--- src/hw/rtl/lsr_pkg.sv ---
// Shared constants, register codes and configuration type for the line rasterizer.
`default_nettype none
package lsr_pkg;

  localparam int COORD_BITS_DEF      = 12;
  localparam int SLOPE_FRAC_BITS_DEF = 16;
  localparam int CMD_DEPTH           = 4;
  localparam int OUT_DEPTH           = 8;
  localparam int ADDR_BITS           = 5;

  typedef enum logic [2:0] {
    REG_SCREEN_WIDTH    = 3'd0,
    REG_SCREEN_HEIGHT   = 3'd1,
    REG_ROW_PITCH       = 3'd2,
    REG_BYTES_PER_PIXEL = 3'd3,
    REG_FRAME_BASE      = 3'd4,
    REG_DRAW_COLOR      = 3'd5
  } reg_idx_t;

  typedef struct packed {
    logic [11:0] screen_width;
    logic [11:0] screen_height;
    logic [14:0] row_pitch;
    logic [2:0]  bytes_per_pixel;
    logic [31:0] frame_base;
    logic [23:0] draw_color;
  } cfg_t;

  localparam logic [11:0] SCREEN_WIDTH_RST    = 12'd640;
  localparam logic [11:0] SCREEN_HEIGHT_RST   = 12'd480;
  localparam logic [14:0] ROW_PITCH_RST       = 15'd2560;
  localparam logic [2:0]  BYTES_PER_PIXEL_RST = 3'd4;
  localparam logic [31:0] FRAME_BASE_RST      = 32'd0;
  localparam logic [23:0] DRAW_COLOR_RST      = 24'd0;

endpackage
`default_nettype wire

--- src/hw/rtl/line_segment_rasterizer.sv ---
// Top level of the DDA line rasterizer: register file, intake, command queue, pixel engine.
//
//  channel   dir  transfer when                 payload
//  request   in   push && !full                 req_type, x_start, y_start, x_end, y_end
//  result    out  pop && !empty                 pixel_x, pixel_y, visible, byte_address,
//                                               pixel_color, last, no_segment
//  config    in   psel && penable && pwrite     paddr (4*index), pwdata, prdata
//
// Next-pixel requests sustain one transfer per cycle while the command queue has room.
// A segment load holds full during setup, while the serial divider runs.
// The 4-entry command queue separates intake from the pixel engine.
// The engine issues only with room in the 8-entry result queue, so a stalled pop
// backs up into full without loss. Reset is synchronous; no clearing pass.
`default_nettype none
module line_segment_rasterizer #(
  parameter int COORD_BITS      = lsr_pkg::COORD_BITS_DEF,
  parameter int SLOPE_FRAC_BITS = lsr_pkg::SLOPE_FRAC_BITS_DEF
) (
  input  logic                          clk,
  input  logic                          rst,
  input  logic                          push,
  output logic                          full,
  input  logic                          req_type,
  input  logic [COORD_BITS-1:0]         x_start,
  input  logic [COORD_BITS-1:0]         y_start,
  input  logic [COORD_BITS-1:0]         x_end,
  input  logic [COORD_BITS-1:0]         y_end,
  input  logic                          pop,
  output logic                          empty,
  output logic [COORD_BITS-1:0]         pixel_x,
  output logic [COORD_BITS-1:0]         pixel_y,
  output logic                          visible,
  output logic [31:0]                   byte_address,
  output logic [23:0]                   pixel_color,
  output logic                          last,
  output logic                          no_segment,
  input  logic                          psel,
  input  logic                          penable,
  input  logic                          pwrite,
  input  logic [lsr_pkg::ADDR_BITS-1:0] paddr,
  input  logic [31:0]                   pwdata,
  output logic [31:0]                   prdata,
  output logic                          pready
);
  import lsr_pkg::*;

  localparam int CW  = 3*COORD_BITS + SLOPE_FRAC_BITS + 6;
  localparam int CQW = $clog2(CMD_DEPTH + 1);

  cfg_t           cfg;
  reg_idx_t       idx;
  logic           wr;
  logic           cmd_push, cmd_full, cmd_pop, cmd_empty;
  logic [CW-1:0]  cmd_wdata, cmd_rdata;
  logic [CQW-1:0] cmd_count;

  assign pready = 1'b1;
  assign idx    = reg_idx_t'(paddr[ADDR_BITS-1:2]);
  assign wr     = psel && penable && pwrite && pready;

  always_ff @(posedge clk) begin
    if (rst) begin
      cfg.screen_width    <= SCREEN_WIDTH_RST;
      cfg.screen_height   <= SCREEN_HEIGHT_RST;
      cfg.row_pitch       <= ROW_PITCH_RST;
      cfg.bytes_per_pixel <= BYTES_PER_PIXEL_RST;
      cfg.frame_base      <= FRAME_BASE_RST;
      cfg.draw_color      <= DRAW_COLOR_RST;
    end else if (wr) begin
      unique case (idx)
        REG_SCREEN_WIDTH:    cfg.screen_width    <= pwdata[11:0];
        REG_SCREEN_HEIGHT:   cfg.screen_height   <= pwdata[11:0];
        REG_ROW_PITCH:       cfg.row_pitch       <= pwdata[14:0];
        REG_BYTES_PER_PIXEL: cfg.bytes_per_pixel <= pwdata[2:0];
        REG_FRAME_BASE:      cfg.frame_base      <= pwdata;
        REG_DRAW_COLOR:      cfg.draw_color      <= pwdata[23:0];
        default: ;
      endcase
    end
  end

  always_comb begin
    unique case (idx)
      REG_SCREEN_WIDTH:    prdata = 32'(cfg.screen_width);
      REG_SCREEN_HEIGHT:   prdata = 32'(cfg.screen_height);
      REG_ROW_PITCH:       prdata = 32'(cfg.row_pitch);
      REG_BYTES_PER_PIXEL: prdata = 32'(cfg.bytes_per_pixel);
      REG_FRAME_BASE:      prdata = cfg.frame_base;
      REG_DRAW_COLOR:      prdata = 32'(cfg.draw_color);
      default:             prdata = '0;
    endcase
  end

  lsr_front #(
    .COORD_BITS      (COORD_BITS),
    .SLOPE_FRAC_BITS (SLOPE_FRAC_BITS)
  ) u_front (
    .clk      (clk),
    .rst      (rst),
    .push     (push),
    .full     (full),
    .req_type (req_type),
    .x_start  (x_start),
    .y_start  (y_start),
    .x_end    (x_end),
    .y_end    (y_end),
    .cmd_push (cmd_push),
    .cmd_data (cmd_wdata),
    .cmd_full (cmd_full)
  );

  lsr_fifo #(
    .WIDTH (CW),
    .DEPTH (CMD_DEPTH)
  ) u_cmd_fifo (
    .clk   (clk),
    .rst   (rst),
    .push  (cmd_push),
    .wdata (cmd_wdata),
    .full  (cmd_full),
    .pop   (cmd_pop),
    .rdata (cmd_rdata),
    .empty (cmd_empty),
    .count (cmd_count)
  );

  lsr_back #(
    .COORD_BITS      (COORD_BITS),
    .SLOPE_FRAC_BITS (SLOPE_FRAC_BITS)
  ) u_back (
    .clk          (clk),
    .rst          (rst),
    .cfg          (cfg),
    .cmd_empty    (cmd_empty),
    .cmd_pop      (cmd_pop),
    .cmd_data     (cmd_rdata),
    .pop          (pop),
    .empty        (empty),
    .pixel_x      (pixel_x),
    .pixel_y      (pixel_y),
    .visible      (visible),
    .byte_address (byte_address),
    .pixel_color  (pixel_color),
    .last         (last),
    .no_segment   (no_segment)
  );

  a_cmd_count: assert property (@(posedge clk) disable iff (rst)
    cmd_full |-> (cmd_count == CQW'(CMD_DEPTH))) else $error("command queue count");
  a_cmd_flow: assert property (@(posedge clk) disable iff (rst)
    cmd_pop |-> !cmd_empty) else $error("pop from empty command queue");
  a_in_stall: assert property (@(posedge clk) disable iff (rst)
    cmd_full |-> full) else $error("intake open with full command queue");
endmodule
`default_nettype wire

--- src/hw/rtl/lsr_fifo.sv ---
// Small register-based FIFO used for the command queue and the result queue.
`default_nettype none
module lsr_fifo #(
  parameter int WIDTH = 8,
  parameter int DEPTH = 4
) (
  input  logic                           clk,
  input  logic                           rst,
  input  logic                           push,
  input  logic [WIDTH-1:0]               wdata,
  output logic                           full,
  input  logic                           pop,
  output logic [WIDTH-1:0]               rdata,
  output logic                           empty,
  output logic [$clog2(DEPTH+1)-1:0]     count
);
  localparam int PW = (DEPTH > 1) ? $clog2(DEPTH) : 1;
  localparam int CNW = $clog2(DEPTH+1);

  logic [WIDTH-1:0] mem [DEPTH];
  logic [PW-1:0]    wptr;
  logic [PW-1:0]    rptr;
  logic             do_push;
  logic             do_pop;

  assign full    = (count == CNW'(DEPTH));
  assign empty   = (count == '0);
  assign do_push = push && !full;
  assign do_pop  = pop && !empty;
  assign rdata   = mem[rptr];

  always_ff @(posedge clk) begin
    if (do_push) begin
      mem[wptr] <= wdata;
    end
  end

  always_ff @(posedge clk) begin
    if (rst) begin
      wptr  <= '0;
      rptr  <= '0;
      count <= '0;
    end else begin
      if (do_push) begin
        wptr <= (wptr == PW'(DEPTH-1)) ? '0 : wptr + PW'(1);
      end
      if (do_pop) begin
        rptr <= (rptr == PW'(DEPTH-1)) ? '0 : rptr + PW'(1);
      end
      if (do_push && !do_pop) begin
        count <= count + CNW'(1);
      end else if (do_pop && !do_push) begin
        count <= count - CNW'(1);
      end
    end
  end
endmodule
`default_nettype wire

--- src/hw/rtl/lsr_front.sv ---
// Request intake: classifies requests and runs segment setup with a serial slope divider.
`default_nettype none
module lsr_front #(
  parameter int COORD_BITS      = 12,
  parameter int SLOPE_FRAC_BITS = 16
) (
  input  logic                                        clk,
  input  logic                                        rst,
  input  logic                                        push,
  output logic                                        full,
  input  logic                                        req_type,
  input  logic [COORD_BITS-1:0]                       x_start,
  input  logic [COORD_BITS-1:0]                       y_start,
  input  logic [COORD_BITS-1:0]                       x_end,
  input  logic [COORD_BITS-1:0]                       y_end,
  output logic                                        cmd_push,
  output logic [3*COORD_BITS+SLOPE_FRAC_BITS+5:0]     cmd_data,
  input  logic                                        cmd_full
);
  localparam int C  = COORD_BITS;
  localparam int F  = SLOPE_FRAC_BITS;
  localparam int NW = C + F + 1;
  localparam int IW = $clog2(F + 2);

  typedef enum logic [2:0] {
    S_IDLE, S_DIFF, S_PREP, S_LOAD, S_DIV, S_PUSH
  } state_t;

  state_t        state;
  logic [C-1:0]  x0, y0, x1, y1;
  logic [C:0]    dx, dy;
  logic [C-1:0]  amaj, amin;
  logic          walk, sneg, mneg;
  logic [C-1:0]  rem;
  logic [F:0]    nlow;
  logic [F:0]    quo;
  logic [IW-1:0] cnt;

  logic          accept;
  logic [C:0]    adx, ady;
  logic [NW-1:0] num;
  logic [C:0]    trial;
  logic [C:0]    trial_sub;
  logic          ge;
  logic [F:0]    slope_mag;

  assign full      = (state != S_IDLE) || cmd_full;
  assign accept    = push && !full;
  assign adx       = dx[C] ? -dx : dx;
  assign ady       = dy[C] ? -dy : dy;
  assign num       = {1'b0, amin, {F{1'b0}}} + NW'(amaj >> 1);
  assign trial     = {rem, nlow[F]};
  assign ge        = trial >= {1'b0, amaj};
  assign trial_sub = trial - {1'b0, amaj};
  assign slope_mag = (amaj == '0) ? '0 : quo;

  assign cmd_push = (accept && req_type) || (state == S_PUSH && !cmd_full);
  assign cmd_data = (state == S_PUSH) ?
                    {1'b1, x0, y0, walk, sneg, mneg, slope_mag, 1'b0, amaj} : '0;

  always_ff @(posedge clk) begin
    if (rst) begin
      state <= S_IDLE;
      cnt   <= '0;
    end else begin
      unique case (state)
        S_IDLE: begin
          if (accept && !req_type) begin
            x0    <= x_start;
            y0    <= y_start;
            x1    <= x_end;
            y1    <= y_end;
            state <= S_DIFF;
          end
        end
        S_DIFF: begin
          dx    <= {x1[C-1], x1} - {x0[C-1], x0};
          dy    <= {y1[C-1], y1} - {y0[C-1], y0};
          state <= S_PREP;
        end
        S_PREP: begin
          walk <= adx >= ady;
          if (adx >= ady) begin
            amaj <= adx[C-1:0];
            amin <= ady[C-1:0];
            sneg <= dx[C];
            mneg <= dy[C];
          end else begin
            amaj <= ady[C-1:0];
            amin <= adx[C-1:0];
            sneg <= dy[C];
            mneg <= dx[C];
          end
          state <= S_LOAD;
        end
        S_LOAD: begin
          rem   <= num[NW-1:F+1];
          nlow  <= num[F:0];
          cnt   <= '0;
          state <= S_DIV;
        end
        S_DIV: begin
          rem  <= ge ? trial_sub[C-1:0] : trial[C-1:0];
          nlow <= {nlow[F-1:0], 1'b0};
          quo  <= {quo[F-1:0], ge};
          cnt  <= cnt + IW'(1);
          if (cnt == IW'(F)) begin
            state <= S_PUSH;
          end
        end
        S_PUSH: begin
          if (!cmd_full) begin
            state <= S_IDLE;
          end
        end
        default: state <= S_IDLE;
      endcase
    end
  end

  a_busy_full: assert property (@(posedge clk) disable iff (rst)
    (state != S_IDLE) |-> full) else $error("front busy but not full");
  a_push_room: assert property (@(posedge clk) disable iff (rst)
    cmd_push |-> !cmd_full) else $error("command pushed into full queue");
  a_div_end: assert property (@(posedge clk) disable iff (rst)
    (state == S_DIV && cnt == IW'(F)) |=> (state == S_PUSH))
    else $error("divider did not finish");
endmodule
`default_nettype wire

--- src/hw/rtl/lsr_back.sv ---
// Pixel engine: segment walk, rounding, address pipeline and result queue.
`default_nettype none
module lsr_back #(
  parameter int COORD_BITS      = 12,
  parameter int SLOPE_FRAC_BITS = 16
) (
  input  logic                                     clk,
  input  logic                                     rst,
  input  lsr_pkg::cfg_t                            cfg,
  input  logic                                     cmd_empty,
  output logic                                     cmd_pop,
  input  logic [3*COORD_BITS+SLOPE_FRAC_BITS+5:0]  cmd_data,
  input  logic                                     pop,
  output logic                                     empty,
  output logic [COORD_BITS-1:0]                    pixel_x,
  output logic [COORD_BITS-1:0]                    pixel_y,
  output logic                                     visible,
  output logic [31:0]                              byte_address,
  output logic [23:0]                              pixel_color,
  output logic                                     last,
  output logic                                     no_segment
);
  import lsr_pkg::*;

  localparam int C   = COORD_BITS;
  localparam int F   = SLOPE_FRAC_BITS;
  localparam int AW  = F + C + 1;
  localparam int OW  = 2*C + 59;
  localparam int CNW = $clog2(OUT_DEPTH + 1);
  localparam logic [F-1:0] HALF = {1'b1, {(F-1){1'b0}}};

  logic         c_new, c_walk, c_sneg, c_mneg;
  logic [C-1:0] c_ox, c_oy;
  logic [F:0]   c_slope;
  logic [C:0]   c_total;

  assign {c_new, c_ox, c_oy, c_walk, c_sneg, c_mneg, c_slope, c_total} = cmd_data;

  // segment state
  logic         active, walk, sneg, mneg;
  logic [C-1:0] ox, oy;
  logic [F:0]   slope;
  logic [C:0]   total, k;
  logic [AW-1:0] acc;

  // stage 1
  logic         v1, nos1, last1, walk1, sneg1, mneg1;
  logic [C-1:0] ox1, oy1;
  logic [C:0]   k1;
  logic [AW-1:0] acc1;
  // stage 2
  logic         v2, nos2, last2, walk2, sneg2, mneg2;
  logic [C-1:0] ox2, oy2, k2, q2;
  // stage 3
  logic         v3, nos3, last3;
  logic [C-1:0] x3, y3;
  // stage 4
  logic         v4, nos4, last4, vis4;
  logic [C-1:0] x4, y4;
  logic [31:0]  yp4, xp4;

  logic           out_full;
  logic [CNW-1:0] out_count;
  logic [CNW+1:0] inflight;
  logic           out_push;
  logic [OW-1:0]  out_wdata, out_rdata;

  logic [C:0]   q1;
  logic [F-1:0] r1;
  logic         up1;
  logic [C-1:0] off2, mj2;
  logic [31:0]  xs3, ys3, addr4;
  logic         last_now;

  assign inflight = (CNW+2)'(out_count) + (CNW+2)'(v1) + (CNW+2)'(v2)
                  + (CNW+2)'(v3) + (CNW+2)'(v4);
  assign cmd_pop  = !cmd_empty && (inflight < (CNW+2)'(OUT_DEPTH));
  assign last_now = (k == total);

  assign q1  = acc1[AW-1:F];
  assign r1  = acc1[F-1:0];
  assign up1 = (r1 > HALF) || (r1 == HALF && q1[0]);

  assign off2 = mneg2 ? -q2 : q2;
  assign mj2  = sneg2 ? -k2 : k2;

  assign xs3 = {{(32-C){x3[C-1]}}, x3};
  assign ys3 = {{(32-C){y3[C-1]}}, y3};

  assign addr4    = cfg.frame_base + yp4 + xp4;
  assign out_push = v4;
  assign out_wdata = nos4 ? {{(OW-1){1'b0}}, 1'b1}
                          : {x4, y4, vis4, addr4, cfg.draw_color, last4, 1'b0};

  always_ff @(posedge clk) begin
    if (rst) begin
      active <= 1'b0;
      v1     <= 1'b0;
      v2     <= 1'b0;
      v3     <= 1'b0;
      v4     <= 1'b0;
    end else begin
      v1 <= cmd_pop;
      v2 <= v1;
      v3 <= v2;
      v4 <= v3;
      if (cmd_pop) begin
        priority if (c_new) begin
          nos1   <= 1'b0;
          last1  <= (c_total == '0);
          ox1    <= c_ox;
          oy1    <= c_oy;
          walk1  <= c_walk;
          sneg1  <= c_sneg;
          mneg1  <= c_mneg;
          k1     <= '0;
          acc1   <= '0;
          active <= (c_total != '0);
          ox     <= c_ox;
          oy     <= c_oy;
          walk   <= c_walk;
          sneg   <= c_sneg;
          mneg   <= c_mneg;
          slope  <= c_slope;
          total  <= c_total;
          k      <= (C+1)'(1);
          acc    <= AW'(c_slope);
        end else if (!active) begin
          nos1  <= 1'b1;
          last1 <= 1'b0;
        end else begin
          nos1  <= 1'b0;
          last1 <= last_now;
          ox1   <= ox;
          oy1   <= oy;
          walk1 <= walk;
          sneg1 <= sneg;
          mneg1 <= mneg;
          k1    <= k;
          acc1  <= acc;
          if (last_now) begin
            active <= 1'b0;
          end else begin
            k   <= k + (C+1)'(1);
            acc <= acc + AW'(slope);
          end
        end
      end
    end
  end

  always_ff @(posedge clk) begin
    nos2  <= nos1;
    last2 <= last1;
    walk2 <= walk1;
    sneg2 <= sneg1;
    mneg2 <= mneg1;
    ox2   <= ox1;
    oy2   <= oy1;
    k2    <= k1[C-1:0];
    q2    <= q1[C-1:0] + C'(up1);

    nos3  <= nos2;
    last3 <= last2;
    if (walk2) begin
      x3 <= ox2 + mj2;
      y3 <= oy2 + off2;
    end else begin
      x3 <= ox2 + off2;
      y3 <= oy2 + mj2;
    end

    nos4  <= nos3;
    last4 <= last3;
    x4    <= x3;
    y4    <= y3;
    vis4  <= !x3[C-1] && !y3[C-1] && (32'(x3) < 32'(cfg.screen_width))
             && (32'(y3) < 32'(cfg.screen_height));
    yp4   <= ys3 * 32'(cfg.row_pitch);
    xp4   <= xs3 * 32'(cfg.bytes_per_pixel);
  end

  lsr_fifo #(
    .WIDTH (OW),
    .DEPTH (OUT_DEPTH)
  ) u_out_fifo (
    .clk   (clk),
    .rst   (rst),
    .push  (out_push),
    .wdata (out_wdata),
    .full  (out_full),
    .pop   (pop),
    .rdata (out_rdata),
    .empty (empty),
    .count (out_count)
  );

  assign {pixel_x, pixel_y, visible, byte_address, pixel_color, last, no_segment} = out_rdata;

  a_no_overflow: assert property (@(posedge clk) disable iff (rst)
    out_push |-> !out_full) else $error("result queue overflow");
  a_point_done: assert property (@(posedge clk) disable iff (rst)
    (cmd_pop && c_new && c_total == '0) |=> !active)
    else $error("single point left segment active");
  a_nos_not_last: assert property (@(posedge clk) disable iff (rst)
    (v1 && nos1) |-> !last1) else $error("idle request flagged last");
endmodule
`default_nettype wire

--- config.mk ---
export PLATFORM = sky130hd
export DESIGN_NAME = line_segment_rasterizer
export DESIGN_NICKNAME = d
export VERILOG_FILES = /design/src/hw/rtl/lsr_pkg.sv /design/src/hw/rtl/line_segment_rasterizer.sv /design/src/hw/rtl/lsr_fifo.sv /design/src/hw/rtl/lsr_front.sv /design/src/hw/rtl/lsr_back.sv
export SDC_FILE = /design/constraint.sdc
export NUM_CORES = 2
export LEC_CHECK = 0
export BUFFER_PORTS_ARGS = -buffer_cell sky130_fd_sc_hd__buf_2
export CAP_MARGIN = 20
export CORE_UTILIZATION = 28
export CTS_CLUSTER_DIAMETER = 80
export DETAILED_ROUTE_END_ITERATION = 8
export GPL_TIMING_DRIVEN = 1
export PLACE_DENSITY_LB_ADDON = 0.1
export SLEW_MARGIN = 5
export SYNTH_ARGS = -nofsm -noshare
export SYNTH_HDL_FRONTEND = slang
export SYNTH_SLANG_ARGS = --single-unit
--- constraint.sdc ---
create_clock -name clk -period 13.5 [get_ports clk]
set_input_delay 1.35 -clock clk [delete_from_list [all_inputs] [get_ports clk]]
set_output_delay 1.35 -clock clk [all_outputs]
set_load 0.01 [all_outputs]
==> impl_metrics.tcl <==
set metrics [dict create \
    cts_buffers 174 \
    cap_violations 0 \
    syn_nets 5464 \
    grt_pass1_wl_mm 280 \
    relSlewSlack_pct 21.0 \
    worstSkewPairLatency_ns 0.82 \
    peakVddDrop_uv 162 \
    multi_input_area_um2 25800 \
    period_minus_slack_ns 6.24 \
    yosysWarnings 0 \
    worstSetupPathType "register to output port" \
    synth_common_cells "edfxtp_1 (1205), nand2_1 (440), inv_1 (366)" \
    cts_tree "yes" \
    crit_path_end_kind "output port" \
    ys_async_sr_fraction_pct 0 \
    seqCellArea_um2 41900 \
    yosysUniqueCellTypes 83 \
    pin_count 211 \
    grt_overflow 0 \
    place.port_buffers 207 \
    worst_slew_pin_slew_ns 1.18 \
    crit_fanout 38 \
    synth_edf_count 1205 \
    dr.first_iter.drc_count 2358 \
    cts_repair_resize_count 0 \
    crit_top_cell "buf_4" \
    crit_chain "buf_4, buf_4, buf_4, mux4_2, mux2_2, buf_2" \
    root_buffer "clkbuf_16" \
    powerDensity_nw_per_um2 215 \
    grt_max_degree 84 \
    dp_hpwl_mm 124 \
    hold_path_class "register to register" \
    slowest_stage "dfxtp_4" \
    status "finished, final reports clean" \
    gp_congestion 0.793 \
    hold_violations 0 \
    synth_area_um2 69700 \
    clock_skew_ns 0.0431 \
    clock-sinks 1488 \
    synth_area_leaders "edfxtp_1 (52%), dfxtp_1 (8.1%), mux4_2 (7.4%)" \
    arrival_ns 4.89 \
    syn2layout_area_growth_pct 15.9 \
    grtUsageTotal_pct 15.0 \
    cts.path.max_buffers 3 \
    rsz0062_at_grt "no" \
    fill_cells 24300 \
    die_height_um 501 \
    wl_per_cell_um 21.7 \
    setup_viol 0 \
    cts.reportedPaths.clkPinSlew_ns 0.05 \
    synth_ff_type "edfxtp_1" \
    hold_buffers 0 \
    period_share_pct 46.2 \
    vias_per_cell 4.54 \
    drc 0 \
    grt_pass1_vias 41600 \
    tns_ns 0 \
    post-cts-setup-buffers 0 \
    syn_inst 4911 \
    yosysMostFrequentCell "edfxtp_1" \
    hold_ws_ns 0.324 \
    drtAntennaViolNets 0 \
    maxSlewViolCount 0 \
    initial_core_util_pct 28.2 \
    wirelength_mm 188 \
    placed_cells 8307 \
    start_kind "register" \
    timing.fmax_mhz 160 \
    yosys.area.top_type "edfxtp_1" \
    core_area_um2 247000 \
    antenna_found_initial 18 \
    die-area_um2 251000 \
    final_cells 8641 \
    syn_avg_cell_area_um2 14.2 \
    nets 5724 \
    yosysSeqAreaShare_pct 60.1 \
    max_stage_delay_ns 0.81 \
    synth_seq_cells 1488 \
    chipWidth_um 501 \
    rows 182 \
    p_leak_nw 28.9 \
    drive_gt1_share_pct 17.8 \
    cp.required_ns 12.15 \
    yosysTopAreaCellShare_pct 51.9 \
    drt_first_pass_iters 5 \
    vias 39200 \
    htree_levels 4 \
]
[through the flow]
| stage | utilization, % | instance area [um^2] | setup WS, ns | power (W) |
|---|---|---|---|---|
| floorplan | - | 69700 | 4.17 | 0.0105 |
| global placement | 30.3 | 74800 | 7.18 | 0.0127 |
| detailed placement | 30.3 | 74800 | 7.22 | 0.0127 |
| CTS | 32.7 | 80700 | 6.98 | 0.0177 |
| global route | 32.7 | 80800 | 6.73 | 0.0185 |
| finish | 32.7 | 80800 | 7.26 | 0.0173 |
[worst max-delay path: cells and delay by family (launching register included)]
kind / cells / cell delay, ns
muxes: 2 / 0.91
DFF: 1 / 0.81
buffers and inverters: 4 / 2.14
[logic make-up after synthesis]
family / Yosys count / share of synthesized area [%]
simple gates: 1187 / 8.26
flops: 1488 / 60.1
compound gates: 594 / 5.39
other cells: 1 / 0.00538
xor+xnor: 184 / 2.32
buf+inv: 559 / 3.09
mux: 438 / 10.6
fa+ha+maj: 460 / 10.2
[state kept, by name, summed over array words and instances (netlist names), 13 cells and up, named ones only]
signal / flops
u_back.u_out_fifo.mem: 664
u_cmd_fifo.mem: 228
cfg: 98
u_back.acc1: 28
u_back.acc: 28
u_back.yp4: 28
u_back.slope: 17
u_front.nlow: 17
u_front.quo: 17
u_back.xp4: 16
u_back.k: 13
u_front.dx: 13
u_front.dy: 13
[power breakdown]
part           total [W]  leakage (nW)  switching [W]  internal, W
logic            0.00620          12.7        0.00379      0.00241
clock network    0.00484          2.89        0.00197      0.00287
registers        0.00630          13.4       0.000421      0.00588
total             0.0173          28.9        0.00618       0.0112
[cells in the final DEF (no fill, tap or decap), drive strengths merged, types with 81 or more instances in the layout]
master | Yosys | routed
a21oi | 215 | 215
and2 | 134 | 134
buf | 52 | 275
clkbuf | 139 | 245
dfxtp | 283 | 283
edfxtp | 1205 | 1205
fa | 184 | 184
ha | 276 | 276
inv | 367 | 378
mux2 | 121 | 121
mux2i | 89 | 89
mux4 | 228 | 228
nand2 | 440 | 440
nor2 | 211 | 211
nor2b | 122 | 122
o21ai | 142 | 142
xnor2 | 103 | 103
xor2 | 81 | 81
[per-layer routing]
| layer | global-route usage (%) | routed length (um) | vias to the layer above |
|---|---|---|---|
| li1 | - | - | 18500 |
| met5 | 0 | 34 | - |
| met3 | 2.48 | 6550 | 235 |
| met2 | 25.4 | 91000 | 624 |
| met4 | 3.66 | 3900 | 4 |
| met1 | 20.0 | 86100 | 19900 |
[worst paths after layout]
check | start | end | slack (ns) | cells after the start
hold / removal | u_back.nos3 | u_back.nos4 | 0.32 | 0
setup / recovery | register | byte_address[7] | 7.26 | 6
hold reg to reg | u_back.nos3 | u_back.nos4 | 0.32 | 0
setup reg to reg | u_back.y3[7] | u_back.yp4[23] | 7.29 | 17
[area by class of cell]
cell class / instances / area share (%)
diodes: 6 / 0.0186
clock buffers: 245 / 6.03
clock inverters: 83 / 1.32
inverters: 368 / 1.71
multi-input cells: 2864 / 32.0
flip-flops and latches: 1488 / 51.8
well taps: 3312 / 5.13
repair buffers: 275 / 1.98
(Power assumes the default switching activity.)
